==> src/rtl/mlpd_pkg.sv <==
// Package for the multimeter LCD packet decoder: word types, segment table,
// overload pattern and the unit, prefix and mode codes.
// No dependencies.
`default_nettype none

package mlpd_pkg;

   // Packet geometry
   localparam int PacketLen  = 14;
   localparam int StoreDepth = PacketLen - 1;
   localparam int CountWidth = 4;
   localparam int SegWidth   = 7;
   localparam int DigitCount = 10;

   typedef logic [3:0]            nibble_type;
   typedef logic [CountWidth-1:0] count_type;
   typedef logic [SegWidth-1:0]   seg_type;
   typedef logic [3:0]            digit_type;

   localparam count_type LastIndex    = count_type'(StoreDepth);
   localparam digit_type DigitUnknown = 4'd10;

   // Seven-segment codes of the digits 0..9
   localparam seg_type SegTable [DigitCount] = '{
      7'h7d, 7'h05, 7'h5b, 7'h1f, 7'h27, 7'h3e, 7'h7e, 7'h15, 7'h7f, 7'h3f
   };

   // Segment pattern that spells "0L"
   localparam logic [2:0] OvlThirdLow = 3'h7;
   localparam nibble_type OvlFourth   = 4'hd;
   localparam logic [2:0] OvlFifthLow = 3'h6;
   localparam nibble_type OvlSixth    = 4'h8;

   typedef enum logic [2:0] {
      UNIT_FARAD   = 3'd0,
      UNIT_OHM     = 3'd1,
      UNIT_AMP     = 3'd2,
      UNIT_HERTZ   = 3'd3,
      UNIT_VOLT    = 3'd4,
      UNIT_PERCENT = 3'd5,
      UNIT_CELSIUS = 3'd6,
      UNIT_UNKNOWN = 3'd7
   } unit_type;

   typedef enum logic [2:0] {
      PREFIX_NONE  = 3'd0,
      PREFIX_NANO  = 3'd1,
      PREFIX_MICRO = 3'd2,
      PREFIX_MILLI = 3'd3,
      PREFIX_KILO  = 3'd4,
      PREFIX_MEGA  = 3'd5
   } prefix_type;

   typedef enum logic [2:0] {
      MODE_DC          = 3'd0,
      MODE_AC          = 3'd1,
      MODE_CAPACITANCE = 3'd2,
      MODE_OHM         = 3'd3,
      MODE_FREQUENCY   = 3'd4,
      MODE_PERCENT     = 3'd5,
      MODE_TEMPERATURE = 3'd6
   } mode_type;

   // Input word
   typedef struct packed {
      logic [7:0] packet_byte;
      logic       first_byte;
   } req_type;

   // Result word: one decoded reading
   typedef struct packed {
      logic       overload;
      logic       negative;
      digit_type  digit_first;
      digit_type  digit_second;
      digit_type  digit_third;
      digit_type  digit_fourth;
      logic [1:0] point_position;
      unit_type   unit_code;
      prefix_type prefix_code;
      mode_type   mode_code;
      logic       diode;
   } reading_type;

   // Map a segment code to its digit, unknown codes to DigitUnknown
   function automatic digit_type seg_to_digit(input seg_type code);
      digit_type d;
      d = DigitUnknown;
      for (int k = 0; k < DigitCount; k++) begin
         if (code == SegTable[k]) begin
            d = digit_type'(k);
         end
      end
      return d;
   endfunction

endpackage

`default_nettype wire

==> src/rtl/mlpd_if.sv <==
// Valid/ready channel interfaces for the decoder's input bytes and readings.
// Depends on mlpd_pkg.
`default_nettype none

interface mlpd_req_if;
   import mlpd_pkg::*;
   logic    valid;
   logic    ready;
   req_type data;
   modport source (output valid, output data, input ready);
   modport sink   (input valid, input data, output ready);
endinterface

interface mlpd_rsp_if;
   import mlpd_pkg::*;
   logic        valid;
   logic        ready;
   reading_type data;
   modport source (output valid, output data, input ready);
   modport sink   (input valid, input data, output ready);
endinterface

`default_nettype wire

==> src/rtl/multimeter_lcd_packet_decoder_top.sv <==
// Multimeter LCD packet decoder: gathers 14 segment nibbles, emits one reading.
// Depends on mlpd_pkg and the channel interfaces in mlpd_if.
//
//  channel  | dir | word                          | handshake
//  ---------+-----+-------------------------------+-------------------
//  req_ch   | in  | packet_byte, first_byte       | valid/ready
//  rsp_ch   | out | decoded reading (11 fields)   | valid/ready
//
// One word is taken per cycle while req_ch.ready is high. A decode register
// holds the last nibble of the fourteenth word, the decode logic feeds the
// output register. Reset clears the byte count and both valid bits; the nibble
// store is not cleared. When a reading waits in the output register and a
// second one waits for decode, req_ch.ready drops until rsp_ch moves.
`default_nettype none

module multimeter_lcd_packet_decoder_top (
   input  logic          clock,
   input  logic          reset,
   mlpd_req_if.sink      req_ch,
   mlpd_rsp_if.source    rsp_ch
);
   import mlpd_pkg::*;

   count_type   count_ff, count_in, count_eff;
   nibble_type  store_ff [StoreDepth];
   nibble_type  last_nib_ff;
   logic        dec_valid_ff, dec_valid_in;
   logic        rsp_valid_ff, rsp_valid_in;
   reading_type rsp_data_ff;
   reading_type reading;
   nibble_type  nib;
   nibble_type  p [PacketLen];
   logic        accept, is_last, out_load;

   // Handshake
   assign out_load     = !rsp_valid_ff || rsp_ch.ready;
   assign req_ch.ready = !dec_valid_ff || out_load;
   assign accept       = req_ch.valid && req_ch.ready;
   assign rsp_ch.valid = rsp_valid_ff;
   assign rsp_ch.data  = rsp_data_ff;

   // Byte position, restarted by the start flag
   assign nib       = req_ch.data.packet_byte[3:0];
   assign count_eff = req_ch.data.first_byte ? '0 : count_ff;
   assign is_last   = (count_eff == LastIndex);
   assign count_in  = is_last ? '0 : count_eff + count_type'(1);

   assign dec_valid_in = (dec_valid_ff && !out_load) || (accept && is_last);
   assign rsp_valid_in = out_load ? dec_valid_ff : rsp_valid_ff;

   // Control state
   always_ff @(posedge clock) begin
      if (reset) begin
         count_ff     <= '0;
         dec_valid_ff <= 1'b0;
         rsp_valid_ff <= 1'b0;
      end else begin
         if (accept) begin
            count_ff <= count_in;
         end
         dec_valid_ff <= dec_valid_in;
         rsp_valid_ff <= rsp_valid_in;
      end
   end

   // Store nibbles, hold the last one for decode, load the result word
   always_ff @(posedge clock) begin
      if (accept && !is_last) begin
         store_ff[count_eff] <= nib;
      end
      if (accept && is_last) begin
         last_nib_ff <= nib;
      end
      if (out_load && dec_valid_ff) begin
         rsp_data_ff <= reading;
      end
   end

   // Gather the whole packet
   always_comb begin
      for (int k = 0; k < StoreDepth; k++) begin
         p[k] = store_ff[k];
      end
      p[PacketLen-1] = last_nib_ff;
   end

   // Decode the packet
   always_comb begin
      reading = '0;
      reading.overload = (p[3][2:0] == OvlThirdLow) && (p[4] == OvlFourth) &&
                         (p[5][2:0] == OvlFifthLow) && (p[6] == OvlSixth);
      if (!reading.overload) begin
         reading.negative     = p[1][3];
         reading.digit_first  = seg_to_digit({p[1][2:0], p[2]});
         reading.digit_second = seg_to_digit({p[3][2:0], p[4]});
         reading.digit_third  = seg_to_digit({p[5][2:0], p[6]});
         reading.digit_fourth = seg_to_digit({p[7][2:0], p[8]});
      end

      // Decimal point: first lit point wins
      if (p[3][3])      reading.point_position = 2'd1;
      else if (p[5][3]) reading.point_position = 2'd2;
      else if (p[7][3]) reading.point_position = 2'd3;
      else              reading.point_position = 2'd0;

      reading.diode     = p[9][0];
      reading.mode_code = p[0][3] ? MODE_AC : MODE_DC;

      // Unit, with its mode where the unit fixes one
      if (p[11][3]) begin
         reading.unit_code = UNIT_FARAD;
         reading.mode_code = MODE_CAPACITANCE;
      end else if (p[11][2]) begin
         reading.unit_code = UNIT_OHM;
         reading.mode_code = MODE_OHM;
      end else if (p[12][3]) begin
         reading.unit_code = UNIT_AMP;
      end else if (p[12][1]) begin
         reading.unit_code = UNIT_HERTZ;
         reading.mode_code = MODE_FREQUENCY;
      end else if (p[12][2]) begin
         reading.unit_code = UNIT_VOLT;
      end else if (p[10][2]) begin
         reading.unit_code = UNIT_PERCENT;
         reading.mode_code = MODE_PERCENT;
      end else if (p[13][0]) begin
         reading.unit_code = UNIT_CELSIUS;
         reading.mode_code = MODE_TEMPERATURE;
      end else begin
         reading.unit_code = UNIT_UNKNOWN;
      end

      // Prefix: first lit segment wins
      if (p[9][2])       reading.prefix_code = PREFIX_NANO;
      else if (p[9][3])  reading.prefix_code = PREFIX_MICRO;
      else if (p[10][3]) reading.prefix_code = PREFIX_MILLI;
      else if (p[9][1])  reading.prefix_code = PREFIX_KILO;
      else if (p[10][1]) reading.prefix_code = PREFIX_MEGA;
      else               reading.prefix_code = PREFIX_NONE;
   end

endmodule

`default_nettype wire

==> src/flat_wrapper.sv <==
// flat-port wrapper written by rule: the top's interface ports become plain ports
module multimeter_lcd_packet_decoder_top_flat import mlpd_pkg::*;
  (clock, reset, req_ch_valid, req_ch_data, req_ch_ready, rsp_ch_valid, rsp_ch_data, rsp_ch_ready);
  mlpd_req_if req_ch_i ();
  mlpd_rsp_if rsp_ch_i ();
  input  logic clock;
  input  logic reset;
  input wire logic [$bits(req_ch_i.valid)-1:0] req_ch_valid;
  input wire logic [$bits(req_ch_i.data)-1:0] req_ch_data;
  output wire logic [$bits(req_ch_i.ready)-1:0] req_ch_ready;
  output wire logic [$bits(rsp_ch_i.valid)-1:0] rsp_ch_valid;
  output wire logic [$bits(rsp_ch_i.data)-1:0] rsp_ch_data;
  input wire logic [$bits(rsp_ch_i.ready)-1:0] rsp_ch_ready;
  assign req_ch_i.valid = req_ch_valid;
  assign req_ch_i.data = req_ch_data;
  assign req_ch_ready = req_ch_i.ready;
  assign rsp_ch_valid = rsp_ch_i.valid;
  assign rsp_ch_data = rsp_ch_i.data;
  assign rsp_ch_i.ready = rsp_ch_ready;
  multimeter_lcd_packet_decoder_top u_core (.clock(clock), .reset(reset), .req_ch(req_ch_i), .rsp_ch(rsp_ch_i));
endmodule
==> config.mk <==
export PLATFORM = sky130hd
export DESIGN_NAME = multimeter_lcd_packet_decoder_top_flat
export DESIGN_NICKNAME = d
export VERILOG_FILES = /design/src/rtl/mlpd_pkg.sv /design/src/rtl/mlpd_if.sv /design/src/rtl/multimeter_lcd_packet_decoder_top.sv /design/src/flat_wrapper.sv
export SDC_FILE = /design/constraint.sdc
export NUM_CORES = 1
export LEC_CHECK = 0
export BUFFER_PORTS_ARGS = -buffer_cell sky130_fd_sc_hd__buf_2
export CAP_MARGIN = 20
export CORE_ASPECT_RATIO = 0.9
export CORE_MARGIN = 5
export CORE_UTILIZATION = 50
export DETAILED_ROUTE_END_ITERATION = 16
export PLACE_DENSITY = 0.7
export SYNTH_ARGS = -nofsm -noshare
export SYNTH_HDL_FRONTEND = slang
export SYNTH_SLANG_ARGS = --single-unit
==> constraint.sdc <==
create_clock -name clock -period 6.6 [get_ports clock]
set_clock_uncertainty 0.15 [all_clocks]
set_input_delay 1.32 -clock clock [delete_from_list [all_inputs] [get_ports clock]]
set_output_delay 1.32 -clock clock [all_outputs]
set_load 0.005 [all_outputs]
Word level (Yosys, flattened, before mapping)
Memory sizes are Yosys's and may differ from the RTL's.
Cells that the tools add are included.

operators by class
  $add $sub $neg = 1
  equal/unequal tests = 45
  mux-type cells = 63
  reduce and logical (&&, ||, !) cells = 22

operators with widths
  cell                 number
  $mux 4               42
  $eq 7x7->1 const B   16
  $eq 7x6->1 const B   12
  $eq 7x5->1 const B   8
  $eq 7x3->1 const B   4
  $mux 3               9
  $reduce_or 3->1      5
  $eq 4x4->1 const B   3
  $mux 2               6
  $logic_and 1x1->1    8
  $eq 3x3->1 const B   2
  $mux 1               6
  $add 4x1->4 const B  1
  $logic_not 1->1      4
  $reduce_or 4->1      1
  $logic_or 1x1->1     3
  $reduce_or 2->1      1

storage, ports and cells
  register bits after elaboration = 37
  bits in writable memories = 52
  input bits = 13
  output and inout bits = 32
  word-level logic and storage cells = 155
  memories = 1

memory list
  memory           depth  bits a word  rd ports  clocked after memory_dff  wr ports  RTL line                                 text
  u_core.store_ff  13     4            13        0                         1         multimeter_lcd_packet_decoder_top.sv:25  nibble_type store_ff [StoreDepth];

Depth between registers and ports, before layout
An unclocked memory read counts as a cell.

  depth after elaboration = 12
  gate-level depth with buffers = 6
  mapped depth without buffers = 4

Worst setup path before layout
OpenSTA, ideal clock, no wires.

  path type = input port to flip-flop
  start point = in rsp_ch_ready
  end point = reg u_core.rsp_data_ff, in the netlist u_core.rsp_ch.data[0], enable pin
  library setup time = 0.463 ns
  data arrival time = 3.584 ns
  data required time = 5.987 ns
  setup slack = 2.402 ns
  cell stages on the path = 2
  buffers on the path = 0
  cells stage by stage = inv_1 -> a21boi_0

between the ends
  cells in the longest elaborated chain, start to end = 2

ends and longest elaborated chain
  what                  RTL line                                 text
  from (decl)           flat_wrapper.sv:13                       input wire logic [$bits(rsp_ch_i.ready)-1:0] rsp_ch_ready;
  $logic_or 1x1->1      multimeter_lcd_packet_decoder_top.sv:36  assign out_load = !rsp_valid_ff || rsp_ch.ready;
  $logic_and 1x1->1     multimeter_lcd_packet_decoder_top.sv:74  if (out_load && dec_valid_ff) begin
  to (signal assigned)  multimeter_lcd_packet_decoder_top.sv:75  rsp_data_ff <= reading;
  to (decl)             multimeter_lcd_packet_decoder_top.sv:29  reading_type rsp_data_ff;

No other way between the ends.
A chain may end at the register's enable or synchronous reset.

Worst setup path after layout
  start point = in rsp_ch_ready
  end point = out req_ch_ready

between the ends
  cells in the longest elaborated chain, start to end = 2

ends and longest elaborated chain
  what              RTL line                                 text
  $logic_or 1x1->1  multimeter_lcd_packet_decoder_top.sv:36
  $logic_or 1x1->1  multimeter_lcd_packet_decoder_top.sv:37  assign req_ch.ready = !dec_valid_ff || out_load;
  to (decl)         flat_wrapper.sv:10                       output wire logic [$bits(req_ch_i.ready)-1:0] req_ch_ready;

No other way between the ends.

==> results.cfg <==
[outcome]
outcome = finished, final reports clean

[die]
std_cell_rows = 29
fp.dieW_um = 99.0
initial_utilization_pct = 50.8
floorplan.core_area_sq_um = 7000
chipHeight_um = 90.1
pin_count = 45
design.die.area_sq_um = 8910

[sta]
finalSetupViolations = 0
report.final.hold_viol_count = 0
rsz0062_at_grt = false
finalCriticalPeriod_ns = 3.40
min_period_over_period_pct = 51.6
fin_setup_tns_ns = 0
relSlewSlack_pct = 35.0
slew_violations = 0
max_freq_mhz = 294
tightestPinTransition_ns = 0.972

[hold_path]
whs_endpoint = u_core.rsp_ch.data[0]$_DFFE_PP_
worst_hold_startpoint = u_core.store_ff[9][0]$_DFFE_PP_
hold_path.class = reg2reg
hold_path_depth = 0

[worst_setup_path]
critical_path.reg2reg.startpoint = u_core.store_ff[6][0]$_DFFE_PP_
r2r_cells = 4
cp-startpoint = rsp_ch_ready
worst-setup-path-type = in2out
rrSetupSlack_ns = 4.26
crit_path_end_kind = output pin
path_max_fanout = 8
element_type_at_the_critical_path_start = input pin
crit_required_ns = 5.13
timing.critical_path.arrival_ns = 1.93
critical_path.reg2reg.endpoint = u_core.rsp_ch.data[20]$_SDFFCE_PP0P_

[synth]
synth_seq_cells = 82
postSynthAreaPerCell_sq_um = 12.8
synthMuxAreaShare_pct = 0
synth_top_flop_cell = sky130_fd_sc_hd__edfxtp_1
synth_nets = 292
ys_seq_area_share_pct = 67.5
synth-xor-area-share_pct = 0.738
yosys_warnings = 0
fraction_of_the_mapped_netlist_area_in_compound_gates_pct = 10.4
async_reset_ff_share_pct = 0
synth-simple-area-share_pct = 18.6
dominant_combinational_cell_family_by_area_after_synthesis = simple AND/OR/NAND/NOR gates
adder_cell_share_of_the_synthesized_area_pct = 0.281
count_of_flip_flops_with_a_built_in_enable_after_synthesis = 76
synth_area_sq_um = 3560
post_synth_num_cell_types = 53
syn-instance-count = 279

[placement]
gp_congestion = 0.879
dp_hpwl_um = 4260
port-buffer-count = 40
detailed_place.area_sq_um = 3850

[final_layout]
nets = 334
stdcell_area_sq_um = 4050
n_antenna_cell = 0
layout.core_utilization_pct = 57.8
areaGrowthSynthToFinish_pct = 13.6
fill_cells = 573
post_route_cells_drive_above_1_share_pct = 18.4

[power_and_ir_drop]
vdd.ir_drop.worst_v = 0.000114
power_per_cell_area_nw_per_um2 = 233
p_leak_nw = 1.42

[cts]
tritoncts = done
clkSlewWorstSetupHoldPaths_ns = 0.08
clockRootBuffer = sky130_fd_sc_hd__clkbuf_8
clock_latency_ns = 0.34
cts.hold.buffers_added = 0
htree_num_levels = 3
resize_count_post_cts = 0
cts.path.max_buffers = 2
postCtsSetupRepairBufs = 0
tritoncts_num_sinks = 82
numCtsBuffers = 9

[drt]
route.final.wire_length_um = 6300
post_drt_via_cell_ratio = 5.66
first_pass_iters = 4
overall_via_count_from_detail_route = 2371
detail_route.drc_violations = 0
drt_initial_violations = 100
route.detailed.wl_per_inst_um = 15.0
postRouteAntennaNets = 0

[global_route]
grt_start_max_net_pins = 31
grt_pass1_wl_um = 10700
first_global_vias = 2221
grt_overflow_total = 0
globalRouteTotalUtil_pct = 15.1
number_of_antenna_violations_at_the_first_check_in_global_routing = 0

[job]
cap_viol_max_count = 0
==> report_power, final <==
part	switching [W]	total, W	internal, W	leakage, nW
sequential	0.00000304	0.000568	0.000565	0.737
clock	0.000174	0.000360	0.000186	0.0970
combinational	0.0000107	0.0000155	0.00000479	0.585
==> sequential cells by signal, indices dropped and copies added (netlist names) <==
name                 cells
u_core.last_nib_ff       1
u_core.rsp_ch.data      30
u_core.store_ff         45
u_core.dec_valid_ff      1
u_core.rsp_ch.valid      1
u_core.count_ff          4
==> synthesized netlist by cell type, drive strengths merged (5+ instances only) <==
cell	number	area, sq um
a21oi	22	110
and3	5	31.3
clkbuf	6	22.5
dfxtp	6	120
edfxtp	76	2280
inv	13	48.8
nand2	15	56.3
nor2	26	97.6
nor3	13	65.1
nor4	11	83.8
o21ai	11	55.1
or3	7	48.8
==> stage by stage <==
| step | power [W] | setup WS (ns) | instances | hold WS, ns |
|---|---|---|---|---|
| 2_1_floorplan | 0.000586 | 2.40 | 279 | 0.250 |
| 3_3_place_gp | 0.000595 | 3.20 | 403 | 0.260 |
| 3_5_place_dp | 0.000596 | 3.21 | 403 | 0.265 |
| 4_1_cts | 0.000950 | 3.20 | 419 | 0.281 |
| 5_1_grt | 0.000979 | 3.17 | 419 | 0.287 |
| 6_report | 0.000944 | 3.20 | 419 | 0.285 |
==> layer usage <==
| metal | share of wire [%] | global-route usage, % | routed length [um] | vias to the layer above |
|---|---|---|---|---|
| met5 | 0 | 0 | 0 | - |
| met4 | 1.2 | 6.94 | 78 | 0 |
| met3 | 6.1 | 3.56 | 383 | 5 |
| met2 | 44 | 22.0 | 2800 | 76 |
| met1 | 48 | 21.3 | 3040 | 1124 |
| li1 | - | - | - | 1166 |
==> worst max-delay path, cell delays in order <==
cell and delay, ns:
sky130_fd_sc_hd__buf_2 0.10, sky130_fd_sc_hd__nand3b_1 0.29, sky130_fd_sc_hd__buf_2 0.22
==> cells in the final DEF, fill, tap and decap left out, drive strengths merged, types with 4 or more instances in the layout <==
cell type | netlist | layout
nand4b | 4 | 4
nor2b | 4 | 4
nor3 | 13 | 13
clkbuf | 6 | 12
nand2 | 15 | 15
o21ai | 11 | 11
and4b | 4 | 4
nor2 | 26 | 26
buf | 3 | 40
a21oi | 22 | 22
inv | 13 | 14
dfxtp | 6 | 6
or3 | 7 | 7
nand3 | 4 | 4
edfxtp | 76 | 76
nand2b | 4 | 4
nor4 | 11 | 11
and3 | 5 | 5
==> how the worst max path moves through the flow <==
stage	cells past startpoint	end
floorplan	2	u_core.rsp_ch.data[0]$_DFFE_PP_
global placement	3	req_ch_ready
detailed placement	3	req_ch_ready
CTS	3	req_ch_ready
global route	3	req_ch_ready
finish	3	req_ch_ready
==> cell families (layout without fill, tap and decap cells) <==
family,Yosys count,after routing
AO/OA/AOI/OAI,57,57
XOR/XNOR,3,3
adder cells (fa/ha/maj),1,1
buffers and inverters,22,69
flip-flops,82,82
AND/OR/NAND/NOR,114,114
==> final cells by class <==
cell class	count	area, sq um	share of cell area, %
sequential	82	2400	59.4
multi-input combinational	175	1080	26.7
timing repair buffer	40	200	4.95
clock buffer	12	145	3.59
tap	93	116	2.88
clock inverter	4	51.3	1.27
inverter	13	48.8	1.21
Power figures use the tool's default switching activity.
